[config.mk]
export PLATFORM = sky130hd
export DESIGN_NAME = json_byte_tokenizer_core
export DESIGN_NICKNAME = d
export VERILOG_FILES = /design/src/rtl/jbt_pkg.sv /design/src/rtl/json_byte_tokenizer_core.sv /design/src/rtl/jbt_lex.sv /design/src/rtl/jbt_out.sv
export SDC_FILE = /design/constraint.sdc
export NUM_CORES = 1
export LEC_CHECK = 0
export CORE_UTILIZATION = 60
export DETAILED_ROUTE_END_ITERATION = 16
export DONT_BUFFER_PORTS = 1
export PLACE_DENSITY = 0.79
export SLEW_MARGIN = 10
export SYNTH_ARGS = -nofsm -noshare
export SYNTH_HDL_FRONTEND = slang
export SYNTH_SLANG_ARGS = --single-unit
[constraint.sdc]
create_clock -name clk -period 5.8 [get_ports clk]
set_input_delay 1.45 -clock clk [delete_from_list [all_inputs] [get_ports clk]]
set_output_delay 1.45 -clock clk [all_outputs]
set_load 0.03 [all_outputs]
[src/rtl/jbt_pkg.sv]
// types and constants shared by the json byte tokenizer modules
`timescale 1ns / 1ps

package jbt_pkg;

    localparam int VALUE_WIDTH = 64;
    localparam int MAX_RESULTS = 3;

    // magnitude limit of a negative int, one above the positive limit
    localparam logic [VALUE_WIDTH-1:0] INT_CAP = VALUE_WIDTH'(1) << (VALUE_WIDTH - 1);
    localparam logic [VALUE_WIDTH-1:0] INT_MAX = INT_CAP - VALUE_WIDTH'(1);

    localparam logic [3:0] TOK_END    = 4'd0;
    localparam logic [3:0] TOK_LBRACK = 4'd1;
    localparam logic [3:0] TOK_RBRACK = 4'd2;
    localparam logic [3:0] TOK_LBRACE = 4'd3;
    localparam logic [3:0] TOK_RBRACE = 4'd4;
    localparam logic [3:0] TOK_COLON  = 4'd5;
    localparam logic [3:0] TOK_COMMA  = 4'd6;
    localparam logic [3:0] TOK_TRUE   = 4'd7;
    localparam logic [3:0] TOK_STRING = 4'd10;
    localparam logic [3:0] TOK_INT    = 4'd11;
    localparam logic [3:0] TOK_REAL   = 4'd12;
    localparam logic [3:0] TOK_ERROR  = 4'd13;

    localparam logic OUT_TOKEN   = 1'b0;
    localparam logic OUT_CONTENT = 1'b1;

    // keyword select, in token order from true
    localparam logic [1:0] KW_TRUE  = 2'd0;
    localparam logic [1:0] KW_FALSE = 2'd1;
    localparam logic [1:0] KW_NULL  = 2'd2;

    typedef enum logic [3:0] {
        MODE_IDLE,
        MODE_KEY,
        MODE_STR,
        MODE_ESC,
        MODE_HEX,
        MODE_NSIGN,
        MODE_NZERO,
        MODE_NINT,
        MODE_NDOT,
        MODE_NFRAC,
        MODE_NE,
        MODE_NESIGN,
        MODE_NEXP
    } lex_mode_t;

    typedef struct packed {
        logic [7:0] in_byte;
        logic       end_of_input;
    } item_t;

    typedef struct packed {
        logic               out_kind;
        logic [3:0]         token_kind;
        logic [7:0]         data_byte;
        logic signed [63:0] int_value;
        logic               int_overflow;
        logic               last_of_run;
    } result_t;

    typedef struct packed {
        logic [1:0]                    count;
        result_t [MAX_RESULTS-1:0]     slot;
    } res_bundle_t;

    function automatic result_t tok_result(input logic [3:0] kind);
        result_t r;
        r = '0;
        r.out_kind   = OUT_TOKEN;
        r.token_kind = kind;
        return r;
    endfunction

    function automatic result_t byte_result(input logic [7:0] b);
        result_t r;
        r = '0;
        r.out_kind   = OUT_CONTENT;
        r.token_kind = TOK_STRING;
        r.data_byte  = b;
        return r;
    endfunction

endpackage

[src/rtl/json_byte_tokenizer_core.sv]
// top level of the json byte tokenizer: input register, lexer, result register
//
//  channel   direction  handshake                  payload
//  item      in         item_valid / item_stall    item_t   (in_byte, end_of_input)
//  result    out        result_valid / result_stall result_t (one token or content byte)
//
// one byte per cycle enters while each byte yields at most one result and no
// result stalls; a byte that yields k results holds the result register until
// all k are taken. an accepted byte goes from the input register to the result register.
// reset clears the lexer to idle between tokens and empties both registers.
// a stalled result holds its register; the input register then fills and
// item_stall rises.
`timescale 1ns / 1ps

module json_byte_tokenizer_core
    import jbt_pkg::*;
(
    input  logic    clk,
    input  logic    rst_n,
    input  logic    item_valid,
    output logic    item_stall,
    input  item_t   item,
    output logic    result_valid,
    input  logic    result_stall,
    output result_t result
);

    logic        in_valid_reg;
    item_t       item_reg;
    logic        can_load;
    logic        advance;
    logic        accept;
    res_bundle_t bundle;

    assign advance    = in_valid_reg && can_load;
    assign item_stall = in_valid_reg && !can_load;
    assign accept     = item_valid && !item_stall;

    always_ff @(posedge clk or negedge rst_n)
    begin
        if (!rst_n)
            in_valid_reg <= 1'b0;
        else if (accept)
            in_valid_reg <= 1'b1;
        else if (advance)
            in_valid_reg <= 1'b0;
    end

    always_ff @(posedge clk)
    begin
        if (accept)
            item_reg <= item;
    end

    jbt_lex u_lex (
        .clk     (clk),
        .rst_n   (rst_n),
        .advance (advance),
        .item    (item_reg),
        .bundle  (bundle)
    );

    jbt_out u_out (
        .clk          (clk),
        .rst_n        (rst_n),
        .load         (advance),
        .bundle       (bundle),
        .can_load     (can_load),
        .result_valid (result_valid),
        .result_stall (result_stall),
        .result       (result)
    );

endmodule

[src/rtl/jbt_lex.sv]
// lexer state and single-pass decode of one byte into up to three results
`timescale 1ns / 1ps

module jbt_lex
    import jbt_pkg::*;
(
    input  logic        clk,
    input  logic        rst_n,
    input  logic        advance,
    input  item_t       item,
    output res_bundle_t bundle
);

    localparam int PW = VALUE_WIDTH + 4;

    function automatic logic [7:0] kw_char(input logic [1:0] sel, input logic [2:0] pos);
        logic [7:0] ch;
        ch = 8'h00;
        case (sel)
            KW_FALSE:
            begin
                case (pos)
                    3'd0: ch = "f";
                    3'd1: ch = "a";
                    3'd2: ch = "l";
                    3'd3: ch = "s";
                    3'd4: ch = "e";
                    default: ch = 8'h00;
                endcase
            end
            KW_NULL:
            begin
                case (pos)
                    3'd0: ch = "n";
                    3'd1: ch = "u";
                    3'd2: ch = "l";
                    3'd3: ch = "l";
                    default: ch = 8'h00;
                endcase
            end
            default:
            begin
                case (pos)
                    3'd0: ch = "t";
                    3'd1: ch = "r";
                    3'd2: ch = "u";
                    3'd3: ch = "e";
                    default: ch = 8'h00;
                endcase
            end
        endcase
        return ch;
    endfunction

    function automatic logic [3:0] kw_len(input logic [1:0] sel);
        return (sel == KW_FALSE) ? 4'd5 : 4'd4;
    endfunction

    lex_mode_t              mode_reg, mode_next;
    logic [1:0]             sel_reg, sel_next;
    logic [2:0]             pos_reg, pos_next;
    logic [2:0]             hcnt_reg, hcnt_next;
    logic [15:0]            hacc_reg, hacc_next;
    logic [VALUE_WIDTH-1:0] acc_reg, acc_next;
    logic                   neg_reg, neg_next;
    logic                   sat_reg, sat_next;
    logic                   real_reg, real_next;

    logic [7:0]             c;
    logic                   is_end;
    logic                   digit_ok;
    logic [3:0]             dval;
    logic                   expo;
    logic                   is_sign;
    logic [PW-1:0]          prod;
    logic                   over;
    logic [VALUE_WIDTH-1:0] acc_digit;
    logic [1:0]             kw_sel;
    logic                   kw_match;
    logic                   kw_last;
    logic                   hex_ok;
    logic [3:0]             hex_dig;
    logic [15:0]            hex_new;
    logic [2:0]             hex_inc;
    logic                   hex_full;
    logic                   num_done;
    logic                   num_complete;
    logic                   idle_pass;
    logic                   idle_emit;
    logic [3:0]             idle_kind;
    result_t                fin_res;
    result_t [MAX_RESULTS-1:0] slot;
    logic [1:0]             n;

    assign c        = item.in_byte;
    assign is_end   = item.end_of_input;
    assign digit_ok = (c >= "0") && (c <= "9");
    assign dval     = 4'(c - "0");
    assign expo     = (c == "e") || (c == "E");
    assign is_sign  = (c == "+") || (c == "-");

    // accum * 10 + digit, saturating at the negative magnitude limit
    assign prod = PW'({acc_reg, 3'b000}) + PW'({acc_reg, 1'b0}) + PW'(dval);
    assign over = prod > PW'(INT_CAP);
    assign acc_digit = over ? INT_CAP : prod[VALUE_WIDTH-1:0];

    assign kw_sel   = (sel_reg == 2'd3) ? KW_TRUE : sel_reg;
    assign kw_match = ({1'b0, pos_reg} < kw_len(kw_sel)) && (c == kw_char(kw_sel, pos_reg));
    assign kw_last  = ({1'b0, pos_reg} + 4'd1) >= kw_len(kw_sel);

    always_comb
    begin
        hex_ok  = 1'b1;
        hex_dig = 4'd0;
        if (digit_ok)
            hex_dig = dval;
        else if ((c >= "a") && (c <= "f"))
            hex_dig = 4'(c - "a" + 8'd10);
        else if ((c >= "A") && (c <= "F"))
            hex_dig = 4'(c - "A" + 8'd10);
        else
            hex_ok = 1'b0;
    end

    assign hex_new  = {hacc_reg[11:0], hex_dig};
    assign hex_inc  = hcnt_reg + 3'd1;
    assign hex_full = hex_inc >= 3'd4;

    // the byte after a complete number closes it and is lexed again from idle
    always_comb
    begin
        num_done = 1'b0;
        case (mode_reg) inside
            MODE_NZERO: num_done = (c != ".") && !expo;
            MODE_NINT:  num_done = !digit_ok && (c != ".") && !expo;
            MODE_NFRAC: num_done = !digit_ok && !expo;
            MODE_NEXP:  num_done = !digit_ok;
            default:    num_done = 1'b0;
        endcase
    end

    assign num_complete = (mode_reg == MODE_NZERO) || (mode_reg == MODE_NINT) ||
                          (mode_reg == MODE_NFRAC) || (mode_reg == MODE_NEXP);
    assign idle_pass = !is_end && ((mode_reg == MODE_IDLE) || num_done);

    always_comb
    begin
        fin_res = tok_result(TOK_INT);
        if (real_reg)
            fin_res = tok_result(TOK_REAL);
        else if (neg_reg)
        begin
            fin_res.int_value    = 64'(0) - 64'(acc_reg);
            fin_res.int_overflow = sat_reg;
        end
        else if (acc_reg > INT_MAX)
        begin
            fin_res.int_value    = 64'(INT_MAX);
            fin_res.int_overflow = 1'b1;
        end
        else
        begin
            fin_res.int_value    = 64'(acc_reg);
            fin_res.int_overflow = sat_reg;
        end
    end

    always_comb
    begin
        idle_emit = 1'b1;
        idle_kind = TOK_ERROR;
        case (c) inside
            "[": idle_kind = TOK_LBRACK;
            "]": idle_kind = TOK_RBRACK;
            "{": idle_kind = TOK_LBRACE;
            "}": idle_kind = TOK_RBRACE;
            ":": idle_kind = TOK_COLON;
            ",": idle_kind = TOK_COMMA;
            // blanks and bytes that open a token
            8'h20, 8'h09, 8'h0A, 8'h0D, "t", "f", "n", "\"", "-", ["0":"9"]:
                idle_emit = 1'b0;
            default: idle_kind = TOK_ERROR;
        endcase
    end

    // next state
    always_comb
    begin
        mode_next = mode_reg;
        sel_next  = sel_reg;
        pos_next  = pos_reg;
        hcnt_next = hcnt_reg;
        hacc_next = hacc_reg;
        acc_next  = acc_reg;
        neg_next  = neg_reg;
        sat_next  = sat_reg;
        real_next = real_reg;
        if (is_end)
        begin
            mode_next = MODE_IDLE;
            sel_next  = '0;
            pos_next  = '0;
            hcnt_next = '0;
            hacc_next = '0;
            acc_next  = '0;
            neg_next  = 1'b0;
            sat_next  = 1'b0;
            real_next = 1'b0;
        end
        else
        begin
            unique case (mode_reg)
                MODE_IDLE: ;
                MODE_KEY:
                begin
                    pos_next = pos_reg + 3'd1;
                    if (!kw_match || kw_last)
                    begin
                        mode_next = MODE_IDLE;
                        pos_next  = '0;
                    end
                end
                MODE_STR:
                begin
                    if (c == "\"")
                        mode_next = MODE_IDLE;
                    else if (c == "\\")
                        mode_next = MODE_ESC;
                end
                MODE_ESC:
                begin
                    mode_next = MODE_STR;
                    case (c) inside
                        "b", "f", "n", "r", "t", "\\", "\"", "/": ;
                        "u":
                        begin
                            hcnt_next = '0;
                            hacc_next = '0;
                            mode_next = MODE_HEX;
                        end
                        default: mode_next = MODE_IDLE;
                    endcase
                end
                MODE_HEX:
                begin
                    if (!hex_ok || hex_full)
                    begin
                        hcnt_next = '0;
                        hacc_next = '0;
                        mode_next = hex_ok ? MODE_STR : MODE_IDLE;
                    end
                    else
                    begin
                        hcnt_next = hex_inc;
                        hacc_next = hex_new;
                    end
                end
                MODE_NSIGN:
                begin
                    if (c == "0")
                        mode_next = MODE_NZERO;
                    else if (digit_ok)
                    begin
                        acc_next  = acc_digit;
                        sat_next  = sat_reg | over;
                        mode_next = MODE_NINT;
                    end
                    else
                        mode_next = MODE_IDLE;
                end
                MODE_NZERO, MODE_NINT:
                begin
                    if ((mode_reg == MODE_NINT) && digit_ok)
                    begin
                        acc_next = acc_digit;
                        sat_next = sat_reg | over;
                    end
                    else if (c == ".")
                    begin
                        real_next = 1'b1;
                        mode_next = MODE_NDOT;
                    end
                    else if (expo)
                    begin
                        real_next = 1'b1;
                        mode_next = MODE_NE;
                    end
                    else
                        mode_next = MODE_IDLE;
                end
                MODE_NDOT:   mode_next = digit_ok ? MODE_NFRAC : MODE_IDLE;
                MODE_NFRAC:
                begin
                    if (expo)
                        mode_next = MODE_NE;
                    else if (!digit_ok)
                        mode_next = MODE_IDLE;
                end
                MODE_NE:
                begin
                    if (is_sign)
                        mode_next = MODE_NESIGN;
                    else if (digit_ok)
                        mode_next = MODE_NEXP;
                    else
                        mode_next = MODE_IDLE;
                end
                MODE_NESIGN: mode_next = digit_ok ? MODE_NEXP : MODE_IDLE;
                MODE_NEXP:   mode_next = digit_ok ? MODE_NEXP : MODE_IDLE;
                default:     mode_next = MODE_IDLE;
            endcase

            // a number that ends or fails leaves the accumulator clear
            if (mode_reg >= MODE_NSIGN && mode_next == MODE_IDLE)
            begin
                acc_next  = '0;
                neg_next  = 1'b0;
                sat_next  = 1'b0;
                real_next = 1'b0;
            end

            if (idle_pass)
            begin
                case (c) inside
                    "t", "f", "n":
                    begin
                        sel_next  = (c == "t") ? KW_TRUE : (c == "f") ? KW_FALSE : KW_NULL;
                        pos_next  = 3'd1;
                        mode_next = MODE_KEY;
                    end
                    "\"": mode_next = MODE_STR;
                    "-":
                    begin
                        acc_next  = '0;
                        neg_next  = 1'b1;
                        sat_next  = 1'b0;
                        real_next = 1'b0;
                        mode_next = MODE_NSIGN;
                    end
                    ["0":"9"]:
                    begin
                        neg_next  = 1'b0;
                        sat_next  = 1'b0;
                        real_next = 1'b0;
                        acc_next  = VALUE_WIDTH'(dval);
                        mode_next = (c == "0") ? MODE_NZERO : MODE_NINT;
                    end
                    default: ;
                endcase
            end
        end
    end

    // results
    always_comb
    begin
        n    = '0;
        slot = '0;
        if (is_end)
        begin
            if (num_complete)
            begin
                slot[n] = fin_res;
                n = n + 2'd1;
            end
            else if (mode_reg != MODE_IDLE)
            begin
                slot[n] = tok_result(TOK_ERROR);
                n = n + 2'd1;
            end
            slot[n] = tok_result(TOK_END);
            n = n + 2'd1;
        end
        else
        begin
            unique case (mode_reg)
                MODE_IDLE: ;
                MODE_KEY:
                begin
                    if (!kw_match)
                    begin
                        slot[n] = tok_result(TOK_ERROR);
                        n = n + 2'd1;
                    end
                    else if (kw_last)
                    begin
                        slot[n] = tok_result(TOK_TRUE + 4'(kw_sel));
                        n = n + 2'd1;
                    end
                end
                MODE_STR:
                begin
                    if (c == "\"")
                    begin
                        slot[n] = tok_result(TOK_STRING);
                        n = n + 2'd1;
                    end
                    else if (c != "\\")
                    begin
                        slot[n] = byte_result(c);
                        n = n + 2'd1;
                    end
                end
                MODE_ESC:
                begin
                    n = 2'd1;
                    case (c) inside
                        "b": slot[0] = byte_result(8'h08);
                        "f": slot[0] = byte_result(8'h0C);
                        "n": slot[0] = byte_result(8'h0A);
                        "r": slot[0] = byte_result(8'h0D);
                        "t": slot[0] = byte_result(8'h09);
                        "\\", "\"", "/": slot[0] = byte_result(c);
                        "u": n = 2'd0;
                        default: slot[0] = tok_result(TOK_ERROR);
                    endcase
                end
                MODE_HEX:
                begin
                    if (!hex_ok)
                    begin
                        slot[0] = tok_result(TOK_ERROR);
                        n = 2'd1;
                    end
                    else if (hex_full)
                    begin
                        // code point to utf-8, surrogates passed through
                        if (hex_new < 16'h0080)
                        begin
                            slot[0] = byte_result(hex_new[7:0]);
                            n = 2'd1;
                        end
                        else if (hex_new < 16'h0800)
                        begin
                            slot[0] = byte_result({3'b110, hex_new[10:6]});
                            slot[1] = byte_result({2'b10, hex_new[5:0]});
                            n = 2'd2;
                        end
                        else
                        begin
                            slot[0] = byte_result({4'b1110, hex_new[15:12]});
                            slot[1] = byte_result({2'b10, hex_new[11:6]});
                            slot[2] = byte_result({2'b10, hex_new[5:0]});
                            n = 2'd3;
                        end
                    end
                end
                MODE_NSIGN, MODE_NDOT, MODE_NESIGN:
                begin
                    if (!digit_ok)
                    begin
                        slot[0] = tok_result(TOK_ERROR);
                        n = 2'd1;
                    end
                end
                MODE_NE:
                begin
                    if (!digit_ok && !is_sign)
                    begin
                        slot[0] = tok_result(TOK_ERROR);
                        n = 2'd1;
                    end
                end
                MODE_NZERO, MODE_NINT, MODE_NFRAC, MODE_NEXP:
                begin
                    if (num_done)
                    begin
                        slot[0] = fin_res;
                        n = 2'd1;
                    end
                end
                default: ;
            endcase
            if (idle_pass && idle_emit)
            begin
                slot[n] = tok_result(idle_kind);
                n = n + 2'd1;
            end
        end
    end

    assign bundle.count = n;
    assign bundle.slot  = slot;

    always_ff @(posedge clk or negedge rst_n)
    begin
        if (!rst_n)
        begin
            mode_reg <= MODE_IDLE;
            sel_reg  <= '0;
            pos_reg  <= '0;
            hcnt_reg <= '0;
            hacc_reg <= '0;
            acc_reg  <= '0;
            neg_reg  <= 1'b0;
            sat_reg  <= 1'b0;
            real_reg <= 1'b0;
        end
        else if (advance)
        begin
            mode_reg <= mode_next;
            sel_reg  <= sel_next;
            pos_reg  <= pos_next;
            hcnt_reg <= hcnt_next;
            hacc_reg <= hacc_next;
            acc_reg  <= acc_next;
            neg_reg  <= neg_next;
            sat_reg  <= sat_next;
            real_reg <= real_next;
        end
    end

    assert property (@(posedge clk) disable iff (!rst_n)
        advance && item.end_of_input |=> mode_reg == MODE_IDLE)
        else $error("lexer not idle after end of input");

    assert property (@(posedge clk) disable iff (!rst_n)
        advance && item.end_of_input |-> bundle.count != 2'd0)
        else $error("end of input gave no end token");

    assert property (@(posedge clk) disable iff (!rst_n)
        mode_reg != MODE_HEX |-> hcnt_reg == 3'd0)
        else $error("hex digit count left over outside unicode escape");

endmodule

[src/rtl/jbt_out.sv]
// result register: holds one byte's results and hands them out one per transaction
`timescale 1ns / 1ps

module jbt_out
    import jbt_pkg::*;
(
    input  logic        clk,
    input  logic        rst_n,
    input  logic        load,
    input  res_bundle_t bundle,
    output logic        can_load,
    output logic        result_valid,
    input  logic        result_stall,
    output result_t     result
);

    result_t [MAX_RESULTS-1:0] slot_reg;
    logic [1:0]                left_reg;
    logic                      pop;

    assign result_valid = left_reg != 2'd0;
    assign pop          = result_valid && !result_stall;
    // refill when empty or when the final result leaves this cycle
    assign can_load     = (left_reg == 2'd0) || ((left_reg == 2'd1) && !result_stall);

    always_comb
    begin
        result             = slot_reg[0];
        result.last_of_run = left_reg == 2'd1;
    end

    always_ff @(posedge clk or negedge rst_n)
    begin
        if (!rst_n)
            left_reg <= '0;
        else if (load)
            left_reg <= bundle.count;
        else if (pop)
            left_reg <= left_reg - 2'd1;
    end

    always_ff @(posedge clk)
    begin
        if (load)
            slot_reg <= bundle.slot;
        else if (pop)
        begin
            slot_reg[0] <= slot_reg[1];
            slot_reg[1] <= slot_reg[2];
        end
    end

    assert property (@(posedge clk) disable iff (!rst_n)
        pop && !result.last_of_run |=> result_valid)
        else $error("results of one byte cut short");

    assert property (@(posedge clk) disable iff (!rst_n)
        pop && result.last_of_run && !load |=> !result_valid)
        else $error("result shown past the last of its run");

endmodule

==> impl_metrics.toml <==
[finish]
area_growth_pct = 4.09
finalNonFillerCells = 2338
final_cell_area_um2 = 18200
nFillCells = 2457
seqCellArea_um2 = 5630
nNetsFinal = 2102
multiInputGateArea_um2 = 10800
fin_util = 0.634
drive_gt1_frac = 0.0702
largest_reg_flops = 78

[die]
coreArea_um2 = 28700
io_pins = 94
die-width_um = 173
dieArea_um2 = 29800
start_util = 0.609
row_count = 62
die_height_um = 173

[pwr]
powerDensity_nw_per_um2 = 300
cellLeakagePower_nw = 7.30
ir_worst_vdd_mv = 0.191
finalPower_mw = 5.46

[clock_tree]
clock_sinks = 203
cts-root-buf = "clkbuf_16"
cts_buffers = 21
cts_hold_buf = 0
worstSkewPairLatency_ns = 0.52
cts_buffer_depth = 3
cts_htree_levels = 1
clk_pin_slew_worst_paths_ns = 0.06
cts_tree = "yes"
cts_resized = 0
postCtsSetupBuffers = 0

[yosys]
synth_nets = 2216
async_reset_ff_frac = 0.463
synth_flop_cell = "edfxtp_1"
synth_seq_cells = 203
yosysSeqAreaShare = 0.322
netlist_area_um2 = 17500
yosysUniqueCellTypes = 82
synth_top_area_frac = 0.187
syn_inst = 2051
yosys_warnings = 0
post_synth_main_area_contributors = "edfxtp_1, dfrtp_1, ha_1, nand2_1, a21oi_1"
synth.avg_cell_area_um2 = 8.52
synth-edff-count = 109
yosys.area.top_type = "edfxtp_1"

[route]
first_pass_iters = 6
dr.first_iter.drc_count = 1808
detail-route-antenna-nets = 0
routedWlPerCell_um = 23.1
via_count = 16700
drc = 0
wl_mm = 53.9
detail_route.vias_per_cell = 7.13

[timing]
rsz0062_at_grt = "no"
setup_viol = 0
worst_pin_slew_ns = 1.25
max_slew_margin = 0.168
period_minus_slack_ns = 5.51
hold_viol_final = 0
setup_tns_ns = 0
setup_slack_ns = 0.292
fin_worst_skew_ns = 0.0244
finalMaxSlewViolations = 0
hold_slack_ns = 0.507
fmax_mhz = 182
fin_crit_sh = 0.950

[grt]
overflow = 0
grt_pass1_vias = 15400
grt_max_degree = 95
grt_pass1_wl_mm = 85.2
antenna_found_initial = 0
grt.total_usage = 0.354

[worst_setup_path]
r2r_start = "u_lex.acc_reg[0]"
arrival_ns = 5.92
cp.required_ns = 6.21
rrSetupSlack_ns = 0.29
criticalPathCategory = "reg -> reg"
ff2ff_path_depth = 17
timing.rr.end = "u_lex.acc_reg[0]"
cp-endpoint = "u_lex.acc_reg[0]"
endpoint_kind = "register"
crit_path_max_fanout = 7
start_kind = "register"
critPathLaunch = "u_lex.acc_reg[0]"

[placed_design]
dp_cells = 2298
dp_hpwl_mm = 40.5
gp_congestion = 0.983
dp_slack_ns = 0.103
placed_cell_area_um2 = 17500
portBuffers = 0

[run]
drv_cap = 0

[worst_hold_path]
hold_class = "reg -> reg"

[run_status]
status = "complete, no violations"
-- where the power goes --
| part | internal, mW | switching, mW | leakage (nW) |
|---|---|---|---|
| Clock | 0.754 | 0.584 | 0.326 |
| Sequential | 1.99 | 0.613 | 2.40 |
| Combinational | 0.513 | 1.01 | 4.57 |
-- synthesized netlist by cell type, drive strengths merged (5+ instances only) --
cell type and n:
xor2 29, nand3 22, a21oi 142, or4 27, and4 5, o21bai 18, nor2b 12, or3 26
a21boi 5, nand4 48, nor3 78, a22o 54, a31oi 25, a21o 17, a221oi 11, and3 13
o211ai 9, o21ai 134, a22oi 9, o41ai 24, nor2 182, a311oi 23, edfxtp 109, ha 150
nand4b 5, nand2 194, nor4 21, o21a 19, inv 52, o2bb2ai 22, xnor2 34, dfrtp 94
and2 12, o31ai 53, a211oi 68, o22ai 8, nand2b 28, clkbuf 108, or2 11, buf 83
-- routing by layer --
metal,track usage,wire length [um]
met2,0.549,24100
met1,0.499,22400
met3,0.0468,5130
met5,0,0
met4,0.147,2220
-- cells in the final DEF, fill, tap and decap left out, types with 11 or more instances in the layout --
cell       synthesis  final
o21bai_1          18     18
a311oi_1          23     23
o21ai_0          132    131
nor3_1            77     73
inv_1             52     52
a21oi_1          142    141
and2_1            12     11
o31ai_1           53     53
or4_1             19     19
xnor2_1           34     34
nand2_1          194    193
o21a_1            19     19
nand2b_1          27     27
a21o_1            17     16
nor2b_1           12     12
clkbuf_16          0     22
or2_2             11     11
nand4_1           48     48
a211oi_1          68     68
a31oi_1           25     24
buf_4             78     50
nor4_1            21     20
dfrtp_1           94     94
o2bb2ai_1         22     22
a221oi_1          11     11
o41ai_1           24     24
and3_1            13     13
xor2_1            29     29
nor2_1           182    182
edfxtp_1         109    109
or3_1             20     20
ha_1             150    150
nand3_1           22     22
a22o_1            54     54
-- logic make-up after synthesis --
logic type,Yosys count,synth area share
multiplexers,8,0.00487
flip-flops,203,0.322
buffers and inverters,244,0.0692
adder cells (fa/ha/maj),152,0.110
AO/OA/AOI/OAI,685,0.267
AND/OR/NAND/NOR,696,0.196
XOR/XNOR,63,0.0316
-- worst max-delay path, cell delays in order (launching register included) --
cell	delay, ns
dfrtp_1	0.42
inv_1	0.12
fa_1	0.59
inv_1	0.06
ha_1	0.30
a211oi_1	0.40
o21a_1	0.28
a2bb2oi_1	0.17
nand2_1	0.16
a41oi_1	0.51
xnor2_1	0.25
or2_2	0.34
nor4_1	0.27
nand4_1	0.23
nor4_4	0.25
a41oi_4	0.23
or3_1	0.49
o31ai_1	0.31
-- how the worst min path moves through the flow --
stage,startpoint,end,slack (ns),cells after the start
global route,u_lex.hcnt_reg[2],u_lex.hcnt_reg[2],0.53,1
finish,u_lex.hcnt_reg[0],u_lex.hcnt_reg[0],0.51,1
global placement,u_lex.hcnt_reg[0],u_lex.hcnt_reg[0],0.49,1
floorplan,u_lex.hcnt_reg[0],u_lex.hcnt_reg[0],0.46,1
CTS,u_lex.hcnt_reg[0],u_lex.hcnt_reg[0],0.51,1
detailed placement,u_lex.hcnt_reg[0],u_lex.hcnt_reg[0],0.49,1
-- layout make-up --
type,instances,area share
antenna,2,0.000275
clock buffer,24,0.0314
clock inverter,14,0.00557
inverter,53,0.0109
multi-input combinational,1604,0.591
sequential,203,0.309
tap,384,0.0264
timing repair buffer,54,0.0250
Note: power is estimated with default switching activity, not from simulation.
